`src/rtl/lruc_pkg.sv`:
```
// ----------------------------------------------------------------------------
// lruc_pkg
// Shared types and constants for the 8-way counter-based LRU rank update.
// ----------------------------------------------------------------------------
package lruc_pkg;

  localparam int unsigned SET_W  = 10;
  localparam int unsigned SETS   = 1 << SET_W;
  localparam int unsigned WAYS   = 8;
  localparam int unsigned WAY_W  = 3;
  localparam int unsigned RANK_W = 4;
  localparam int unsigned ROW_W  = WAYS * RANK_W;

  typedef logic signed [RANK_W-1:0] rank_t;
  typedef rank_t [WAYS-1:0]         rank_row_t;

  localparam rank_t     RANK_EMPTY = rank_t'(-1);
  localparam rank_t     RANK_ONE   = rank_t'(1);
  localparam rank_t     RANK_MRU   = rank_t'(WAYS - 1);
  localparam rank_row_t ROW_EMPTY  = {WAYS{RANK_EMPTY}};

  typedef enum logic [1:0] {
    CASE_MRU  = 2'd0,
    CASE_HIT  = 2'd1,
    CASE_FILL = 2'd2
  } update_case_e;

  // write request into the rank store
  typedef struct packed {
    logic             en;
    logic [SET_W-1:0] addr;
    rank_row_t        data;
  } wr_req_t;

endpackage

```
`src/rtl/lruc_update.sv`:
```
// ----------------------------------------------------------------------------
// lruc_update
// Rank modify step: new ranks of one set for an access to one way.
// ----------------------------------------------------------------------------
module lruc_update import lruc_pkg::*; (
  input  rank_row_t        row_i,
  input  logic [WAY_W-1:0] way_i,
  output rank_row_t        row_o,
  output update_case_e     case_o
);

  rank_t r;

  always_comb begin
    r      = row_i[way_i];
    row_o  = row_i;
    case_o = CASE_MRU;
    if (r == RANK_MRU) begin
      case_o = CASE_MRU;
    end else if (!r[RANK_W-1]) begin
      // hit: everything more recent than the way slides down one
      for (int i = 0; i < WAYS; i++) begin
        if ($signed(row_i[i]) > $signed(r)) begin
          row_o[i] = row_i[i] - RANK_ONE;
        end
      end
      row_o[way_i] = RANK_MRU;
      case_o       = CASE_HIT;
    end else begin
      // fill: lower-numbered ways age, saturating at empty
      for (int i = 0; i < WAYS; i++) begin
        if ((WAY_W'(i) < way_i) && !row_i[i][RANK_W-1]) begin
          row_o[i] = row_i[i] - RANK_ONE;
        end
      end
      row_o[way_i] = RANK_MRU;
      case_o       = CASE_FILL;
    end
  end

endmodule

```
`config.mk`:
```
export PLATFORM = sky130hd
export DESIGN_NAME = lruc_update
export DESIGN_NICKNAME = d
export VERILOG_FILES = /design/src/rtl/lruc_pkg.sv /design/src/rtl/lruc_update.sv
export SDC_FILE = /design/constraint.sdc
export NUM_CORES = 1
export LEC_CHECK = 0
export ABC_AREA = 1
export BUFFER_PORTS_ARGS = -buffer_cell sky130_fd_sc_hd__buf_2
export CAP_MARGIN = 5
export CELL_PAD_IN_SITES_DETAIL_PLACEMENT = 1
export CELL_PAD_IN_SITES_GLOBAL_PLACEMENT = 1
export CORE_AREA = 4 4 99 101
export DETAILED_ROUTE_END_ITERATION = 8
export DIE_AREA = 0 0 103 105
export PLACE_DENSITY_LB_ADDON = 0.05
export SLEW_MARGIN = 15
export SYNTH_ARGS = -nofsm -noshare
export SYNTH_HDL_FRONTEND = slang
export SYNTH_SLANG_ARGS = --single-unit
```
`constraint.sdc`:
```
create_clock -name vclk -period 3.3
set_input_delay 0.165 -clock vclk [all_inputs]
set_output_delay 0.165 -clock vclk [all_outputs]
set_load 0.005 [all_outputs]
```
### Word-level counts from Yosys, hierarchy flattened

Index checks and enable logic that the tools add are counted.

| word-level totals | value |
|---|---|
| bits in registers | 0 |
| logic and storage cells | 105 |

| operators by class | value |
|---|---|
| $add $sub $neg | 8 |
| $lt $le $gt $ge | 18 |
| equal/unequal tests | 1 |
| mux-type cells | 56 |
| bitwise logic cells | 5 |
| reduce and logical (&&, ||, !) cells | 17 |

Operators with widths:

| operator | count |
|---|---|
| $mux W4 | 50 |
| $mux W32 | 2 |
| $or A24 B24 Y24 | 2 |
| $gt A4 B4 Y1 | 8 |
| $sub A4 B2 Y4 const B | 8 |
| $and A8 B8 Y8 | 2 |
| $bmux W4 S3 | 1 |
| $demux W4 S3 | 1 |
| $lt A3 B3 Y1 const A | 4 |
| $logic_and A1 B1 Y1 | 9 |
| $logic_not A1 Y1 | 8 |
| $not A8 Y8 | 1 |
| $lt A1 B3 Y1 const A | 2 |
| $lt A2 B3 Y1 const A | 2 |
| $eq A4 B4 Y1 const B | 1 |
| $lt A3 B4 Y1 const B | 1 |
| $mux W2 | 2 |
| $ge A3 B1 Y1 const B | 1 |

### Longest topological paths before layout

| logic depth | value |
|---|---|
| depth after elaboration | 9 |
| gate-level depth with buffers | 22 |
| mapped depth without buffers | 20 |

### Worst setup path before layout

Ideal clock, no wire load.

| timing | value |
|---|---|
| path kind | input port to output port |
| start point | input way_i[0] |
| end point | output row_o[1] (netlist name) |
| data arrival time | 2.361 ns |
| required time | 3.135 ns |
| setup slack | 0.774 ns |
| cell stages on the path | 20 |
| cells stage by stage | buf_4 > buf_4 > o21ai_0 > nand2_1 > nand2_1 > nand2_1 > nand2_2 > buf_2 > inv_1 > ha_1 > nand2_1 > nor2_1 > a21oi_1 > nand2_1 > nand2_1 > nand3_1 > nand2_1 > nand2_1 > nand2_1 > nand2_1 |

RTL lines:

| item | line | RTL |
|---|---|---|
| start: declaration | lruc_update.sv:7 | `input logic [WAY_W-1:0] way_i,` |
| end: declaration | lruc_update.sv:8 | `output rank_row_t row_o,` |

==> run_results.csv <==
group,metric,value,unit
status,status,"finished clean",
final_layout,register_area,0,sq um
power,p_clk_share,0,%
synthesis,synthCells,644,
timing,max_freq,338,MHz
cts,cts_setup_buffers,0,
drt,ant_nets,0,
placement,dp_slack,0.192,ns
final_layout,drive_gt1_share,14.0,%
floorplan,fp.dieH,105,microns
critical_path,critPathCaptureType,"output port",
synthesis,ys_types,28,
drt,drt-total-wl,12.6,mm
floorplan,floorplan.initialDensity,36.6,%
critical_path,slowest_delay,0.35,ns
critical_path,worst_path_most_repeated_cell,"nand2_1",
critical_path,startpoint_type,"input pin",
global_route,grt_pass1_wl,22.1,mm
synthesis,syn_avg_cell_area,5.12,sq um
floorplan,dieArea,10800,sq um
floorplan,chipWidth,103,microns
power,p_leak,0.00222,uW
final_layout,synthToLayoutAreaGrowth,13.1,%
min_path,hp-start,"row_i[23]",
power,p_int,336,uW
timing,setup_viol,0,
synthesis,syn-num-nets,719,
final_layout,seq_cell_count,0,
critical_path,cp.arrival,2.79,ns
drt,drt_iter0_drc,111,
synthesis,yosysWarnings,0,
global_route,first_global_vias,4633,
floorplan,num_io_pins,69,
critical_path,cp_cell_sequence,"clkbuf_4 > inv_2 > nor2_1 > o21ai_0 > nor2_1 > inv_1 > ha_1 > nand2_1 > nor2_1 > a21oi_1 > nand2_1 > nand2_1 > nand3_1 > nand2_1 > nand2_1 > nand2_1 > nand2_1 > buf_2",
placement,port_buffers,69,
min_path,min_path_type,"input pin to output port",
global_route,grt_max_degree,35,
power,combPwrFrac,100.0,%
power,p_sw,587,uW
final_layout,clock_buffers,0,
power,ir_worst_vdd,0.0000949,V
global_route,antenna_found_initial,0,
timing,worst_slack,0.343,ns
drt,drt_first_pass_iters,4,
drt,drc,0,
timing,rsz0062_at_grt,"no",
power,swShare,63.6,%
drt,wire_per_inst,15.6,microns
timing,post-route-period-util,89.6,%
global_route,grt_overflow,0,
final_layout,fin_nets,776,
min_path,whs_path_depth,4,
min_path,hold_path_end,"row_o[23]",
floorplan,num_rows,35,
critical_path,worst-setup-path-type,"input pin to output port",
timing,hold_viol_final,0,
placement,place_congestion,0.881,
global_route,grt_usage,24.0,%
synthesis,synth_area,3300,sq um
run,max-cap-violations,0,
critical_path,path_buf_inv,4,
drt,routed_via_density,5.49,
timing,min_period,2.96,ns
power,power_density,247,nW/um^2
critical_path,path_delay_family,"simple AND/OR/NAND/NOR gates",
power,seq_power_share,0,%
critical_path,crit_slowest_cell,"ha_1",
synthesis,ys_seq_area_share,0,%
final_layout,antenna_cells,0,
critical_path,cp_max_fo,30,
timing,slew_headroom,69.4,%
cts,hold_buffers,0,
cts,cts_resized,0,
drt,vias,4446,
timing,worst_pin_slew,0.458,ns
timing,tns,0,ns
timing,slew_viol_final,0,
floorplan,core_area,9020,sq um
critical_path,cp.required,3.13,ns
critical_path,worstSetupStartpoint,"way_i[0]",
placement,dp_hpwl,9.71,mm
[worst max path at each step]
stage                     end  slack (ns)  depth (start not counted)
floorplan            row_o[1]        0.77                         20
global placement    row_o[28]        0.28                         18
detailed placement  row_o[28]        0.19                         18
CTS                 row_o[28]        0.18                         18
global route        row_o[12]       0.007                         18
finish              row_o[10]        0.34                         18
[metal layers]
metal | part of all wire, % | routed length (microns) | vias up | global-route usage, %
met4 | 0.47 | 59 | 0 | 2.04
met5 | 0 | 0 | - | 0
met3 | 2.6 | 323 | 8 | 0.334
met2 | 50 | 6360 | 65 | 43.6
li1 | - | - | 2248 | -
met1 | 47 | 5900 | 2125 | 32.3
[per-stage QoR]
step | utilization (%) | total power [uW] | area, sq um | std cells | hold WS [ns]
CTS | 41.2 | 926 | 3710 | 810 | 0.704
global route | 41.4 | 1080 | 3730 | 810 | 0.731
floorplan | - | 613 | 3300 | 644 | 0.447
finish | 41.4 | 923 | 3730 | 810 | 0.702
global placement | 41.2 | 887 | 3710 | 810 | 0.687
detailed placement | 41.2 | 922 | 3710 | 810 | 0.704
[final cells by class]
class	count	area, sq um
Fill cell	1339	5290
Multi-Input combinational cell	547	2900
Inverter	73	274
Timing Repair Buffer	79	423
Tap cell	111	139
[cells in the mapped netlist, drive strengths merged]
cell | count | area share [%]
xnor2 | 2 | 0.53
a21oi | 15 | 2.3
mux2 | 1 | 0.34
nand3 | 74 | 12
nand4 | 41 | 7.8
xor2 | 11 | 2.9
o211ai | 7 | 1.9
o21ai | 40 | 6.1
nand2 | 263 | 30
nor4 | 1 | 0.19
clkbuf | 1 | 0.15
nor3 | 8 | 1.2
a31oi | 1 | 0.19
nor2 | 31 | 3.8
o21bai | 5 | 1.1
buf | 23 | 4.3
nand3b | 7 | 1.6
inv | 73 | 8.3
ha | 40 | 15
[layout by cell type, fill, tap and decap left out, types with 7 or more instances in the layout]
master / instances
o21ai_0: 39
buf_4: 10
buf_2: 68
a21oi_1: 11
nand3_1: 72
xor2_1: 11
nor2_1: 28
nor3_1: 8
ha_1: 40
nand2_1: 260
nand3b_1: 7
inv_1: 69
nand4_1: 41
[power groups by stage]
stage / Clock, uW / Sequential [uW] / Combinational (uW)
2_1_floorplan: 0 / 0 / 613
6_report: 0 / 0 / 923
3_5_place_dp: 0 / 0 / 922
5_1_grt: 0 / 0 / 1080
4_1_cts: 0 / 0 / 926
3_3_place_gp: 0 / 0 / 887
[cells by family after synthesis]
| family | count (synthesis) | share of synthesized area, % |
|---|---|---|
| buf+inv | 97 | 12.7 |
| fa+ha+maj | 40 | 15.2 |
| compound gates | 68 | 11.6 |
| xor+xnor | 13 | 3.45 |
| simple gates | 425 | 56.7 |
| mux | 1 | 0.341 |
No activity file was read; power rests on OpenSTA's default activity.
